==> src/bcu_pkg.sv <==
`default_nettype none

package bcu_pkg;

  localparam int MAX_WIDTH_DEF = 64;   // widest operand type the unit handles
  localparam int OPERAND_W     = 64;   // operand_value / fallback_value / count
  localparam int OPW_W         = 7;    // operand_width field
  localparam int BL_W          = 7;    // bit length / zero counts, 0..64

  // input beat layout
  localparam int IN_USER_W  = 4;       // op, has_fallback
  localparam int IN_DATA_W  = 136;     // 135 payload bits padded to bytes
  localparam int IN_OPW_LSB = 0;
  localparam int IN_VAL_LSB = IN_OPW_LSB + OPW_W;
  localparam int IN_FB_LSB  = IN_VAL_LSB + OPERAND_W;
  localparam int IN_PAD_W   = IN_DATA_W - (IN_FB_LSB + OPERAND_W);

  // result beat layout
  localparam int OUT_DATA_W = 64;
  localparam int OUT_USER_W = 1;

  typedef enum logic [2:0] {
    OP_CLZ    = 3'd0,
    OP_CTZ    = 3'd1,
    OP_POPCNT = 3'd2,
    OP_PARITY = 3'd3,
    OP_FFS    = 3'd4,
    OP_CLRSB  = 3'd5
  } op_t;

  typedef struct packed {
    logic signed [OPERAND_W-1:0] fallback_value;
    logic                        has_fallback;
    logic [OPERAND_W-1:0]        operand_value;
    logic [OPW_W-1:0]            operand_width;
    op_t                         op;
  } in_item_t;

  typedef struct packed {
    logic signed [OPERAND_W-1:0] count;
    logic                        status;   // 1: undefined
  } result_t;

  // index of highest set bit plus one, 0 for zero
  function automatic logic [3:0] bitlen8(input logic [7:0] b);
    logic [3:0] n;
    n = 4'd0;
    for (int i = 0; i < 8; i++) begin
      if (b[i]) n = 4'(i + 1);
    end
    return n;
  endfunction

  function automatic logic [BL_W-1:0] bitlen64(input logic [OPERAND_W-1:0] v);
    logic [BL_W-1:0] n;
    n = '0;
    for (int g = 0; g < 8; g++) begin
      if (v[g*8 +: 8] != 8'd0) n = BL_W'(g * 8) + BL_W'(bitlen8(v[g*8 +: 8]));
    end
    return n;
  endfunction

  function automatic logic [3:0] tz8(input logic [7:0] b);
    logic [3:0] n;
    n = 4'd8;
    for (int i = 7; i >= 0; i--) begin
      if (b[i]) n = 4'(i);
    end
    return n;
  endfunction

  // 64 for a zero word
  function automatic logic [BL_W-1:0] tzcnt64(input logic [OPERAND_W-1:0] v);
    logic [BL_W-1:0] n;
    n = BL_W'(OPERAND_W);
    for (int g = 7; g >= 0; g--) begin
      if (v[g*8 +: 8] != 8'd0) n = BL_W'(g * 8) + BL_W'(tz8(v[g*8 +: 8]));
    end
    return n;
  endfunction

  function automatic logic [3:0] pop8(input logic [7:0] b);
    logic [3:0] n;
    n = 4'd0;
    for (int i = 0; i < 8; i++) begin
      n = n + 4'(b[i]);
    end
    return n;
  endfunction

  function automatic logic [BL_W-1:0] popcnt64(input logic [OPERAND_W-1:0] v);
    logic [BL_W-1:0] n;
    n = '0;
    for (int g = 0; g < 8; g++) begin
      n = n + BL_W'(pop8(v[g*8 +: 8]));
    end
    return n;
  endfunction

endpackage

`default_nettype wire

==> src/bcu_pipe_reg.sv <==
`default_nettype none

// One register stage with valid/ready; ready looks through to the next stage.
module bcu_pipe_reg #(
  parameter int W = 8
) (
  input  wire logic         clk,
  input  wire logic         rst_n,
  input  wire logic         in_valid,
  output logic              in_ready,
  input  wire logic [W-1:0] in_data,
  output logic              out_valid,
  input  wire logic         out_ready,
  output logic [W-1:0]      out_data
);

  logic         valid_r;
  logic [W-1:0] data_r;

  assign in_ready  = !valid_r || out_ready;
  assign out_valid = valid_r;
  assign out_data  = data_r;

  always_ff @(posedge clk) begin
    if (!rst_n) begin
      valid_r <= 1'b0;
    end else if (in_ready) begin
      valid_r <= in_valid;
    end
  end

  always_ff @(posedge clk) begin
    if (in_valid && in_ready) begin
      data_r <= in_data;
    end
  end

endmodule

`default_nettype wire

==> src/bcu_calc.sv <==
`default_nettype none

module bcu_calc
  import bcu_pkg::*;
#(
  parameter int MAX_WIDTH = MAX_WIDTH_DEF
) (
  input  wire in_item_t item,
  output result_t       res
);

  localparam int WW = $clog2(MAX_WIDTH + 1);
  localparam int CW = (WW > BL_W) ? WW : BL_W;

  logic [OPW_W-1:0]     w0;
  logic [WW-1:0]        wc;
  logic [OPERAND_W-1:0] mask;
  logic [OPERAND_W-1:0] sel;
  logic [OPERAND_W-1:0] v;
  logic [OPERAND_W-1:0] mag;
  logic [OPERAND_W-1:0] lz_in;
  logic                 zero;
  logic                 sign;
  logic [BL_W-1:0]      bl;
  logic [BL_W-1:0]      tz;
  logic [BL_W-1:0]      pc;
  logic [CW-1:0]        small_cnt;

  // width zero counts as one bit, then clamp to the widest type
  always_comb begin
    w0 = (item.operand_width == '0) ? OPW_W'(1) : item.operand_width;
    if (int'(w0) > MAX_WIDTH) wc = WW'(MAX_WIDTH);
    else                      wc = WW'(w0);
  end

  always_comb begin
    for (int i = 0; i < OPERAND_W; i++) begin
      mask[i] = (i < int'(wc));
      sel[i]  = ((i + 1) == int'(wc));
    end
  end

  assign v     = item.operand_value & mask;
  assign zero  = (v == '0);
  // no sign bit inside the 64 operand bits for wider types
  assign sign  = (int'(wc) <= OPERAND_W) && |(v & sel);
  assign mag   = sign ? (v ^ mask) : v;
  assign lz_in = (item.op == OP_CLRSB) ? mag : v;

  assign bl = bitlen64(lz_in);
  assign tz = tzcnt64(v);
  assign pc = popcnt64(v);

  always_comb begin
    small_cnt  = '0;
    res.status = 1'b0;
    case (item.op)
      OP_CLZ: begin
        if (zero) res.status = 1'b1;
        else      small_cnt  = CW'(wc) - CW'(bl);
      end
      OP_CTZ: begin
        if (zero) res.status = 1'b1;
        else      small_cnt  = CW'(tz);
      end
      OP_POPCNT: small_cnt = CW'(pc);
      OP_PARITY: small_cnt = CW'(pc[0]);
      OP_FFS:    small_cnt = zero ? '0 : CW'(tz) + CW'(1);
      OP_CLRSB:  small_cnt = CW'(wc) - CW'(bl) - CW'(1);
      default:   res.status = 1'b1;
    endcase
    res.count = {{(OPERAND_W - CW){1'b0}}, small_cnt};
    // zero operand with a fallback overrides every op code
    if (zero && item.has_fallback) begin
      res.count  = item.fallback_value;
      res.status = 1'b0;
    end
  end

endmodule

`default_nettype wire

==> src/bit_count_unit_top.sv <==
// Channel  | Ports        | Fields (lowest bit first)
// ---------+--------------+---------------------------------------------------------
// input    | in_t*        | tuser: op[2:0], has_fallback[3]
//          |              | tdata: operand_width[6:0], operand_value[70:7],
//          |              |        fallback_value[134:71], zero pad [135]
// result   | out_t*       | tdata: count[63:0]   tuser: status[0] (1 = undefined)
//
// A beat passes an input register, then the bit-count logic, then the result
// register. One beat per cycle sustained while out_tready is high.
// Throughput is set by the result register, whose ready looks through to out_tready.
// rst_n is synchronous, active low; it clears the two valid flags only.
// A stalled result holds; the input register keeps taking a beat while it is empty.
`default_nettype none

module bit_count_unit_top
  import bcu_pkg::*;
#(
  parameter int MAX_WIDTH = MAX_WIDTH_DEF
) (
  input  wire logic                  clk,
  input  wire logic                  rst_n,
  // input beats
  input  wire logic                  in_tvalid,
  output logic                       in_tready,
  input  wire logic [IN_DATA_W-1:0]  in_tdata,   // operand_width, operand_value, fallback_value
  input  wire logic [IN_USER_W-1:0]  in_tuser,   // op, has_fallback
  // result beats
  output logic                       out_tvalid,
  input  wire logic                  out_tready,
  output logic [OUT_DATA_W-1:0]      out_tdata,  // count
  output logic [OUT_USER_W-1:0]      out_tuser   // status
);

  in_item_t item_in;
  in_item_t item_q;
  result_t  res_d;
  result_t  res_q;
  logic     s1_valid;
  logic     s1_ready;

  // unpack the input beat
  assign item_in.op             = op_t'(in_tuser[2:0]);
  assign item_in.has_fallback   = in_tuser[3];
  assign item_in.operand_width  = in_tdata[IN_OPW_LSB +: OPW_W];
  assign item_in.operand_value  = in_tdata[IN_VAL_LSB +: OPERAND_W];
  assign item_in.fallback_value = in_tdata[IN_FB_LSB +: OPERAND_W];

  // input register
  bcu_pipe_reg #(
    .W($bits(in_item_t))
  ) u_in_reg (
    .clk      (clk),
    .rst_n    (rst_n),
    .in_valid (in_tvalid),
    .in_ready (in_tready),
    .in_data  (item_in),
    .out_valid(s1_valid),
    .out_ready(s1_ready),
    .out_data (item_q)
  );

  // all six counts and the fallback select in one pass
  bcu_calc #(
    .MAX_WIDTH(MAX_WIDTH)
  ) u_calc (
    .item(item_q),
    .res (res_d)
  );

  // result register
  bcu_pipe_reg #(
    .W($bits(result_t))
  ) u_out_reg (
    .clk      (clk),
    .rst_n    (rst_n),
    .in_valid (s1_valid),
    .in_ready (s1_ready),
    .in_data  (res_d),
    .out_valid(out_tvalid),
    .out_ready(out_tready),
    .out_data (res_q)
  );

  assign out_tdata = res_q.count;
  assign out_tuser = res_q.status;

  logic [IN_PAD_W-1:0] unused_pad;
  assign unused_pad = in_tdata[IN_DATA_W-1 -: IN_PAD_W];

endmodule

`default_nettype wire

==> config.mk <==
export PLATFORM = sky130hd
export DESIGN_NAME = bit_count_unit_top
export DESIGN_NICKNAME = d
export VERILOG_FILES = /design/src/bcu_pkg.sv /design/src/bcu_pipe_reg.sv /design/src/bcu_calc.sv /design/src/bit_count_unit_top.sv
export SDC_FILE = /design/constraint.sdc
export NUM_CORES = 1
export LEC_CHECK = 0
export ABC_AREA = 1
export BUFFER_PORTS_ARGS = -buffer_cell sky130_fd_sc_hd__buf_2
export CAP_MARGIN = 20
export CORE_MARGIN = 2
export CORE_UTILIZATION = 28
export CTS_CLUSTER_DIAMETER = 150
export DETAILED_ROUTE_END_ITERATION = 12
export PLACE_DENSITY_LB_ADDON = 0.05
export SYNTH_ARGS = -nofsm -noshare
export SYNTH_HDL_FRONTEND = slang
export SYNTH_SLANG_ARGS = --single-unit
==> constraint.sdc <==
create_clock -name clk -period 15.4 [get_ports clk]
set_input_delay 1.54 -clock clk [delete_from_list [all_inputs] [get_ports clk]]
set_output_delay 1.54 -clock clk [all_outputs]
set_load 0.02 [all_outputs]
Yosys cells after proc, flatten, opt, wreduce, memory -nomap -nowiden
Index checks and enable logic that the tools add are counted. W data, S select, Z words.

Output and inout bits: 67. Logic and storage cells: 423. Register bits: 206. Bits of input ports: 144.

Reductions and logical operators: 30. Order comparisons: 66. Equality and inequality tests: 69. Bitwise logic cells: 3. Add/subtract/negate cells: 80. Mux-type cells: 169.

Operators with widths (number): $mux W4 (87); $eq A7 B7 Y1 const A (33); $lt A6 B7 Y1 const A (32); $add A4 B1 Y4 (48); $mux W7 (20); $and A64 B64 Y64 (2); $mux W64 (2); $reduce_bool A8 Y1 (16); $eq A6 B7 Y1 const A (16); $lt A5 B7 Y1 const A (16); $mux W3 (32); $logic_not A64 Y1 (1); $reduce_or A64 Y1 (1); $xor A64 B64 Y64 (1); $add A6 B4 Y7 const A (8); $eq A5 B7 Y1 const A (8); $lt A4 B7 Y1 const A (8); $add A7 B4 Y7 (6); $pmux W7 S6 (1); $mux W2 (16); $eq A4 B7 Y1 const A (4); $lt A3 B7 Y1 const A (4); $add A5 B4 Y6 const A (4); $add A1 B1 Y2 (8); other kinds (24) (43).

Depth between registers and ports, before layout
Gate-level depths: netlist (run 1).

Word-level depth: 32. Gate-level depth with buffers: 51. Depth with buffers taken out: 50.

Hierarchy
Synthesis (run 1) repeated with hierarchy kept, for this count alone.

Cells, all modules: 1657. Area total of the unflattened synthesis: 13619.3 um2.

By module, submodules not included: bcu_calc (area each 7390.8 um2, times used 1, cells each 1439, sequential area each 0.0 um2); bcu_pipe_reg (u_in_reg) (area each 4225.3 um2, times used 1, cells each 146, sequential area each 4194.0 um2); bcu_pipe_reg (u_out_reg) (area each 2003.2 um2, times used 1, cells each 72, sequential area each 1971.9 um2).

Least setup slack after synthesis (run 1)
OpenSTA, ideal clock, no wires.

Path type: register to register. From: reg u_in_reg.data_r[9], in the netlist u_in_reg.out_data[9]. To: reg u_out_reg.data_r[7], in the netlist u_out_reg.out_data[7] (data pin). Buffers on the path: 2. Stages on the path, launching flop included: 38. Setup slack: 7.777 ns. Arrival time: 7.370 ns. Clock period less this slack: 7.623 ns. Required time: 15.148 ns. Cells stage by stage: edfxtp_1 > buf_6 > inv_6 > buf_8 > nand2_4 > nor3_2 > nand3_1 > nand3_2 > ha_1 > inv_1 > fa_1 > fa_1 > fa_1 > fa_1 > xnor2_1 > ha_1 > a21oi_1 > nand2_1 > [2 not listed] > fa_1 > fa_1 > fa_1 > ha_1 > nand2_1 > nor2_1 > a211oi_1 > inv_1 > nand2_1 > inv_1 > nor2_1 > inv_1 > a21oi_1 > nand2_1 > nand2_1 > nand3_1 > nand2_1 > nand2_1.

RTL lines: start, declared (line bcu_pipe_reg.sv:18) `logic [W-1:0] data_r;`; start signal, assigned (line bcu_pipe_reg.sv:34) `data_r <= in_data;`; end signal, assigned (line bcu_pipe_reg.sv:34); end, declared (line bcu_pipe_reg.sv:18).

==> results of run 1 <==
[cells in the mapped netlist (3+ instances only)]
master | instances | area (um^2)
nand3b_1 | 11 | 82.58
a211oi_1 | 3 | 22.52
nand4_2 | 4 | 50.05
a31oi_1 | 12 | 75.07
or2_0 | 4 | 25.02
nand2_4 | 4 | 45.04
edfxtp_1 | 204 | 6126
xnor2_1 | 15 | 131.4
nand3_1 | 136 | 680.7
or2_1 | 8 | 50.05
o21ai_1 | 14 | 70.07
nand3_2 | 10 | 100.1
nor3_1 | 16 | 80.08
nor2_4 | 9 | 101.4
clkbuf_1 | 7 | 26.28
a21oi_2 | 5 | 43.79
buf_6 | 12 | 135.1
buf_2 | 7 | 35.03
o211ai_1 | 6 | 45.04
nor2_2 | 15 | 93.84
fa_1 | 52 | 1041
nand4_1 | 30 | 187.7
nand2_1 | 422 | 1584
ha_1 | 55 | 688.2
inv_2 | 16 | 60.06
a21oi_1 | 70 | 350.3
nor2_1 | 213 | 799.5
o21ai_0 | 48 | 240.2
inv_1 | 310 | 1164
xor2_1 | 12 | 105.1
nand2_2 | 10 | 62.56
buf_4 | 5 | 37.54
[sequential cells by signal (all words and copies together), names as in the netlist]
register	cells
u_in_reg.out_data	139
u_out_reg.out_data	65
u_in_reg.out_valid	1
u_out_reg.out_valid	1
[where the power goes]
| part | total, W | internal [W] | switching (W) |
|---|---|---|---|
| registers | 0.000680 | 0.000663 | 0.0000177 |
| logic | 0.00142 | 0.000580 | 0.000839 |
| clock network | 0.000541 | 0.000299 | 0.000242 |
[kinds of logic (layout without fill, tap and decap cells)]
family,count (synthesis),count (layout),synth area share
adder cells (fa/ha/maj),107,107,0.1172
flip-flops,206,206,0.4179
XOR/XNOR,27,27,0.01603
buffers and inverters,362,589,0.1013
AND/OR/NAND/NOR,907,907,0.2777
other,0,1,0
AO/OA/AOI/OAI,178,178,0.06980
[per-layer routing]
layer | up-vias | GRT usage | wire length, um
li1 | 6198 | - | -
met1 | 5821 | 0.2300 | 21070
met2 | 283 | 0.3038 | 23140
met3 | 61 | 0.03381 | 2485
met4 | 2 | 0.04668 | 1139
met5 | - | 0 | 13
[worst paths after layout]
path                                         endpoint  slack (ps)
worst max-delay path            u_out_reg.out_data[7]        6130
worst min-delay path            u_out_reg.out_data[5]         500
worst max register to register  u_out_reg.out_data[7]        6130
worst min register to register  u_out_reg.out_data[5]         500
[area by class of cell]
| type | count | area, um^2 | area share |
|---|---|---|---|
| multi-input cells | 1219 | 7113 | 0.4133 |
| flip-flops and latches | 206 | 6166 | 0.3582 |
| clock buffers | 30 | 644.4 | 0.03744 |
| diodes | 1 | 2.502 | 0.0001454 |
| inverters | 330 | 1251 | 0.07270 |
| repair buffers | 214 | 1084 | 0.06295 |
| clock inverters | 15 | 90.09 | 0.005234 |
| well taps | 688 | 860.8 | 0.05001 |
[through the flow]
step / worst slack, ps / utilization
4_1_cts: 6171 / 0.3288
5_1_grt: 5418 / 0.3288
6_report: 6132 / 0.3288
2_1_floorplan: 7777 / -
3_3_place_gp: 6184 / 0.3148
3_5_place_dp: 6203 / 0.3148
[critical path: cells and delay by family (launching register included)]
family          cells  cell delay [ps]
xor+xnor            2              460
simple gates       13             1800
compound gates      4              720
fa+ha+maj          11             4720
flops               1              690
buf+inv             5              580
==> metrics.cfg, run 1 <==
[outcome]
outcome = finished, final reports clean

[clock_tree]
clock_sinks = 206
clk_pin_slew_worst_paths_ps = 60
cts_setup_buffers = 0
numCtsBuffers = 25
h-tree-depth = 1
cts_tree = built
clock-root-buffer = clkbuf_16
cts_resized = 0
clk_path_buf_depth = 3
clk_latency_ps = 580
postCtsHoldBufs = 0

[global_route]
grt_max_degree = 83
grtUsageTotal = 0.1780
grt_pass1_vias = 12610
gr-total-overflow = 0
antenna_found_initial = 3
grt_pass1_wl_um = 73480

[worst_setup_path]
crit_path_end_kind = register
cp_max_fo = 22
required_ps = 15730
max_stage_delay_ps = 690
r2r-start = u_in_reg.out_data[9]
rr_worst_depth = 35
arrival_ps = 9600
critPathLaunchType = register
setup.worst_path.start = u_in_reg.out_data[9]
critPathSlowestCell = edfxtp_1
worstSetupPathType = register to register

[timing]
period_share = 0.6018
finClkSkew_ps = 32.07
hold_viol_final = 0
hold_ws_ps = 495.5
period_minus_slack_ps = 9268
finalMaxSlewViolations = 0
fin_setup_tns_ps = 0
slew_headroom = 0.4452
clock.fmax_mhz = 107.9
setup_violations = 0
rsz0062_at_grt = false
max_slew.worst_pin.slew_ps = 832.2

[job]
cap_violations = 0

[placed_design]
place.gp.congestion = 0.9280
dpl_cell_area_um2 = 16470
place_hpwl_um = 38100
port-buffer-count = 209
numPlacedInstances = 2657

[die]
dieArea_um2 = 54540
ios = 211
die_w_um = 233.5
die_h_um = 233.5
core_um2 = 52340
rows = 84
start_util = 0.2819

[drt]
drtAntennaViolNets = 0
avgViaCountPerCell = 4.575
wl_per_cell_um = 17.70
drc_errors = 0
vias = 12370
firstDrtPassIters = 5
routed_wl_um = 47840
drt-initial-drc-count = 706

[logic_synthesis]
synth_seq_area_share = 0.4179
synth-seq-cells = 206
avgSynthCellArea_um2 = 8.256
syn_inst = 1787
yosysUniqueCellTypes = 61
synth-edff-count = 204
ys_async_sr_fraction = 0
syn_area_um2 = 14750
ys.flop_type = edfxtp_1
yosysWarnings = 0
synth_fp_nets = 2038

[hold_path]
hp-class = register to register
hold_depth = 2
min_from = u_in_reg.out_data[79]

[pwr]
powerDensity_nw_per_um2 = 153.4
cellLeakagePower_nw = 8.148
peakVddDrop_mv = 0.2193
total_power_w = 0.002640

[layout]
mostFrequentLayoutCells = 422 x nand2_1, 309 x inv_1, 213 x nor2_1
nFillCells = 5624
fin_nets = 2247
syn2layout_area_growth_pct = 16.67
final_common_cell = nand2_1
design_area_um2 = 17210
drive_gt1_frac = 0.1708
fin_cells = 2703

(Power assumes the default switching activity.)
==> run 2, diff against run 1 <==
Clock period 15.4 ns to 8.2 ns, I/O delays scaled along.
==> run 2 against run 1 <==
Sequential share of layout area down 0.92 points. Global-route usage up 0.36 points. Design area up 2.6%. Register-to-register slack worse by 5700 ps. Cell count grew 1.5%. Sequential cell count unchanged. Clock power increased by 89%. Total power grew 100%. Critical path depth shrank 8. Clock-buffer cell count increased by 2. Sequential power up 87%. Maximum frequency up 19%. Critical endpoint is now u_out_reg.out_data[4]. Largest power group unchanged.
==> metrics.cfg, run 2 (synthesis gave the netlist of run 1 again) <==
[drt]
drt-initial-drc-count = 657  ; -6.9%
drc_errors = 0  ; unchanged
firstDrtPassIters = 7  ; +2
vias = 12660  ; +2.4%
avgViaCountPerCell = 4.615  ; +0.89%
routed_wl_um = 49260  ; +3.0%
drtAntennaViolNets = 0  ; unchanged
wl_per_cell_um = 17.95  ; +1.4%

[global_route]
grt_pass1_vias = 12720  ; +0.82%
antenna_found_initial = 1  ; -2
grt_max_degree = 86  ; +3.6%
grt_pass1_wl_um = 74460  ; +1.3%
gr-total-overflow = 0  ; unchanged
grtUsageTotal = 0.1816  ; +0.003632

[worst_setup_path]
critical_path.endpoint = u_out_reg.out_data[4]
rrSetupSlack_ps = 440  ; -5700 ps
r2r_end = u_out_reg.out_data[4]
crit_path_end_kind = register
critPathLaunchType = register
r2r-start = u_in_reg.out_data[7]
arrival_ps = 8090  ; -1510 ps
cp_max_fo = 3  ; -86%
setup.worst_path.start = u_in_reg.out_data[7]
rr_worst_depth = 27  ; -23%
required_ps = 8530  ; -7200 ps
worstSetupPathType = register to register

[layout]
syn2layout_area_growth_pct = 19.73
final_common_cell = nand2_1
utilization = 0.3375  ; +0.008630
antenna_cells = 0  ; -1
largest_reg_flops = 139  ; unchanged
mostFrequentLayoutCells = 419 x nand2_1, 309 x inv_1, 209 x nor2_1, 209 x buf_2, 204 x edfxtp_1
fin_nets = 2294  ; +2.1%
nFillCells = 5652  ; +0.50%
drive_gt1_frac = 0.1950  ; +0.02423
fin_cells = 2744  ; +1.5%
design_area_um2 = 17660  ; +2.6%

[clock_tree]
clock-root-buffer = clkbuf_16
clk_latency_ps = 570  ; about the same
clock_sinks = 206  ; unchanged
clk_path_buf_depth = 3  ; unchanged
clk_pin_slew_worst_paths_ps = 50  ; about the same
h-tree-depth = 1  ; unchanged
cts_tree = built
numCtsBuffers = 25  ; unchanged

[timing]
post-route-worst-setup-slack_ps = 435.2  ; -5697 ps
setup_violations = 0  ; unchanged
clock.fmax_mhz = 128.8  ; +19%
finalMaxSlewViolations = 0  ; unchanged
period_share = 0.9469  ; +0.3451
period_minus_slack_ps = 7765  ; -1503 ps
finClkSkew_ps = 12.97  ; -19.10 ps
max_slew.worst_pin.slew_ps = 798.3  ; -33.91 ps
hold_viol_final = 0  ; unchanged
slew_headroom = 0.4666  ; +0.02142

[placed_design]
dpl_cell_area_um2 = 16790  ; +1.9%
port-buffer-count = 209  ; unchanged
place_hpwl_um = 39750  ; +4.3%
numPlacedInstances = 2698  ; +1.5%
pre_cts_ws_ps = 99.42  ; -6103 ps
place.gp.congestion = 0.9505  ; +2.4%

[die]
rows = 84  ; unchanged
die_w_um = 233.5  ; unchanged
ios = 211  ; unchanged
die_h_um = 233.5  ; unchanged
dieArea_um2 = 54540  ; unchanged
start_util = 0.2819  ; unchanged
core_um2 = 52340  ; unchanged

[pwr]
peakVddDrop_mv = 0.5880  ; +170%
cellLeakagePower_nw = 8.377  ; +2.8%
total_power_w = 0.005288  ; +100%
powerDensity_nw_per_um2 = 299.4  ; +95%

[outcome]
outcome = finished, final reports clean

[job]
cap_violations = 0  ; unchanged

[hold_path]
hp-class = primary input to register

## run 2: through the flow
step | hold WS [ps] | TNS (ps)
6_report | 421.6 | 0
4_1_cts | 374.7 | 0
2_1_floorplan | 447.3 | 0
3_5_place_dp | 507.9 | 0
5_1_grt | 380.8 | -40.79
3_3_place_gp | 508.8 | 0
## run 2: worst min path at each step
stage	start	depth (start not counted)	end	slack, ps
floorplan	u_in_reg.out_valid	2	u_out_reg.out_valid	450
global placement	u_in_reg.out_data[78]	2	u_out_reg.out_data[4]	510
detailed placement	u_in_reg.out_data[76]	2	u_out_reg.out_data[2]	510
CTS	in_tdata[11]	1	u_in_reg.out_data[14]	370
global route	in_tdata[97]	1	u_in_reg.out_data[101]	380
finish	in_tdata[11]	1	u_in_reg.out_data[14]	420
## run 2: power by group
group / internal (W) / switching, W
Sequential: 0.00124 / 0.0000304
Clock: 0.000587 / 0.000438
Combinational: 0.00128 / 0.00170
Total: 0.00311 / 0.00217
## run 2: final cells by class
class                   instances  area, um^2  share of cell area
multi-input cells            1219        7203              0.4078
flip-flops and latches        206        6166              0.3491
repair buffers                261        1453             0.08224
inverters                     330        1251             0.07084
well taps                     688       860.8             0.04874
clock buffers                  32       651.9             0.03691
clock inverters                 8       77.57            0.004392
## run 2: timing repair
| action | 4_1_cts | 5_1_grt |
|---|---|---|
| endpoints found under the hold margin | 0 | 0 |
| gates resized for setup | 0 | 23 |
| hold buffers | 0 | 0 |
| setup endpoints to repair | 0 | 5 |
| setup buffers | 0 | 6 |
## run 2: per-layer routing
layer	global-route usage	part of all wire	vias up
met5	0	0.00014	-
met4	0.05874	0.034	2
met3	0.03748	0.060	79
met2	0.3065	0.47	328
met1	0.2315	0.43	5983
li1	-	-	6272
## run 2: worst max-delay path, cell delays in order, from the launching register on
cell,delay (ps)
edfxtp_1,410
buf_4,160
inv_2,120
nor2_4,60
nor3_4,230
nand3_2,160
nand3_2,110
ha_1,230
inv_1,70
fa_1,430
fa_1,460
fa_2,380
fa_2,530
inv_1,70
fa_1,480
xor2_2,190
fa_1,510
fa_1,520
fa_1,520
fa_1,580
inv_1,70
fa_1,450
xor2_1,190
o21ai_0,100
a31oi_1,230
nand3_1,120
nand2_1,70
nand2_1,50
==> run 3, diff against run 2 <==
Settings changed: RECOVER_POWER set to 50.
==> run 3 against run 2 <==
The flow now finishes with violations (max-capacitance violations, max-slew violations). First-iteration DRC count grew 2.1%. Utilization is essentially flat. Global-route usage is the same. Largest cell class unchanged. Largest power group unchanged. Highest routed layer unchanged.
==> metrics.cfg, run 3 (synthesis gave the netlist of run 1 again) <==
[die]
core_um2 = 52340  ; unchanged
rows = 84  ; unchanged
die_h_um = 233.5  ; unchanged
dieArea_um2 = 54540  ; unchanged
die_w_um = 233.5  ; unchanged
start_util = 0.2819  ; unchanged
ios = 211  ; unchanged

[drt]
wl_met2_um = 23370  ; +0.13%
routed.top_layer = met5
drt-initial-drc-count = 671  ; +2.1%
avgViaCountPerCell = 4.622  ; +0.14%
wl_met3_um = 3047  ; +3.3%
routed_wl_um = 49280  ; about the same
drtAntennaViolNets = 0  ; unchanged
wl_per_cell_um = 17.96  ; about the same
drc_errors = 0  ; unchanged
m1WireLength_um = 21180  ; -0.51%
vias = 12680  ; +0.14%
firstDrtPassIters = 5  ; -2

[layout]
mostFrequentLayoutCells = 419 x nand2_1, 309 x inv_1, 209 x nor2_1
antenna_cells = 0  ; unchanged
fin_nets = 2294  ; unchanged
drive_gt1_frac = 0.1941  ; -0.0009728
fin_cells = 2744  ; unchanged
final_common_cell = nand2_1
syn2layout_area_growth_pct = 19.62  ; about the same
nFillCells = 5657  ; +0.088%
largest_reg_flops = 139  ; unchanged

[timing]
setup_violations = 0  ; unchanged
clock.fmax_mhz = 129.0  ; +0.14%
slew_headroom = -1.456  ; -1.923
finClkSkew_ps = 13.52  ; +0.5543 ps
max_slew.worst_pin.slew_ps = 3664  ; +2866 ps
period_minus_slack_ps = 7754  ; -10.90 ps
hold_ws_ps = 421.6  ; -0.01200 ps
hold_viol_final = 0  ; unchanged
period_share = 0.9456  ; -0.001329
finalMaxSlewViolations = 108  ; +108

[worst_setup_path]
critPathSlowestCell = fa_1
crit_path_end_kind = register
required_ps = 8530  ; about the same
max_stage_delay_ps = 580  ; about the same
worst_path_most_repeated_cell = fa_1
cp_max_fo = 3  ; unchanged
critPathLaunchType = register
arrival_ps = 8080  ; about the same
worstSetupPathType = register to register

[global_route]
grt_max_degree = 86  ; unchanged
grt_pass1_wl_um = 74460  ; unchanged
grt_pass1_vias = 12720  ; unchanged
antenna_found_initial = 1  ; unchanged
grtUsageTotal = 0.1816  ; unchanged
gr-total-overflow = 0  ; unchanged

[hold_path]
hp-class = primary input to register

[clock_tree]
numCtsBuffers = 25  ; unchanged
postCtsHoldBufs = 0  ; unchanged
clk_pin_slew_worst_paths_ps = 50  ; about the same
clk_latency_ps = 570  ; about the same
h-tree-depth = 1  ; unchanged
cts_tree = built
clock-root-buffer = clkbuf_16
clk_path_buf_depth = 3  ; unchanged
clock_sinks = 206  ; unchanged

[pwr]
cellLeakagePower_nw = 8.369  ; -0.10%
peakVddDrop_mv = 0.5867  ; -0.21%
powerDensity_nw_per_um2 = 299.9  ; +0.17%

[placed_design]
numPlacedInstances = 2698  ; unchanged
port-buffer-count = 209  ; unchanged
place.gp.congestion = 0.9505  ; unchanged
place_hpwl_um = 39750  ; unchanged

[outcome]
failed_checks = max-capacitance violations, max-slew violations
outcome = finished with violations

[job]
cap_violations = 2  ; +2

==> run 3: cell count changes in the layout (fill, tap and decap cells not counted), sizes merged <==
cell | previous run | this run
buf | 261 | 260
clkbuf | 32 | 33
clkinvlp | 0 | 1
inv | 328 | 327
==> run 3: worst max-delay path, delay by kind of cell (launching register included) <==
family | cells | cell delay, ps
AO/OA/AOI/OAI | 2 | 260
AND/OR/NAND/NOR | 9 | 910
adder cells (fa/ha/maj) | 11 | 5100
XOR/XNOR | 2 | 340
buffers and inverters | 5 | 490
flip-flops | 1 | 410
==> run 3: timing repair <==
| action | in CTS | in global routing |
|---|---|---|
| setup endpoints to repair | 0 | 5 |
| hold endpoints to repair | 0 | 0 |
| resized for setup | 0 | 23 |
| setup buffers | 0 | 6 |
==> run 3: cell type report <==
cell class	count	area, um^2	area share
Timing Repair Buffer	261	1451	0.08225
Clock buffer	32	651.9	0.03694
Tap cell	688	860.8	0.04878
Inverter	330	1247	0.07069
Clock inverter	8	77.57	0.004396
Multi-Input combinational cell	1219	7192	0.4075
Sequential cell	206	6166	0.3494
==> run 3: final timing paths <==
check                                     startpoint                endpoint  slack [ps]  cells past startpoint
worst max register to register  u_in_reg.out_data[7]   u_out_reg.out_data[6]         450                     29
worst min-delay path                    in_tdata[97]  u_in_reg.out_data[101]         420                      1
worst max-delay path            u_in_reg.out_data[7]   u_out_reg.out_data[6]         450                     29
worst min register to register    u_in_reg.out_valid     u_out_reg.out_valid         470                      2
==> run 3: stage by stage <==
step           power (W)  instance area, um^2  TNS (ps)  setup slack (ps)  utilization
2_1_floorplan   0.003277                14750         0             577.3            -
3_3_place_gp    0.004058                16790         0             135.6       0.3209
3_5_place_dp    0.004085                16790         0             99.42       0.3209
4_1_cts         0.005167                17520         0             74.18       0.3348
5_1_grt         0.005911                17650    -40.79            -40.79       0.3372
6_report        0.005292                17650         0             446.1       0.3372
==> run 3: routing by layer <==
metal,vias to the layer above,track usage
li1,6273,-
met1,5990,0.2315
met2,336,0.3065
met3,81,0.03748
met4,2,0.05874
met5,-,0
==> run 3: where the power goes <==
part	switching, W	internal, W	leakage [nW]
sequential	0.0000304	0.00125	2.05
combinational	0.00171	0.00128	5.96
clock	0.000439	0.000587	0.352
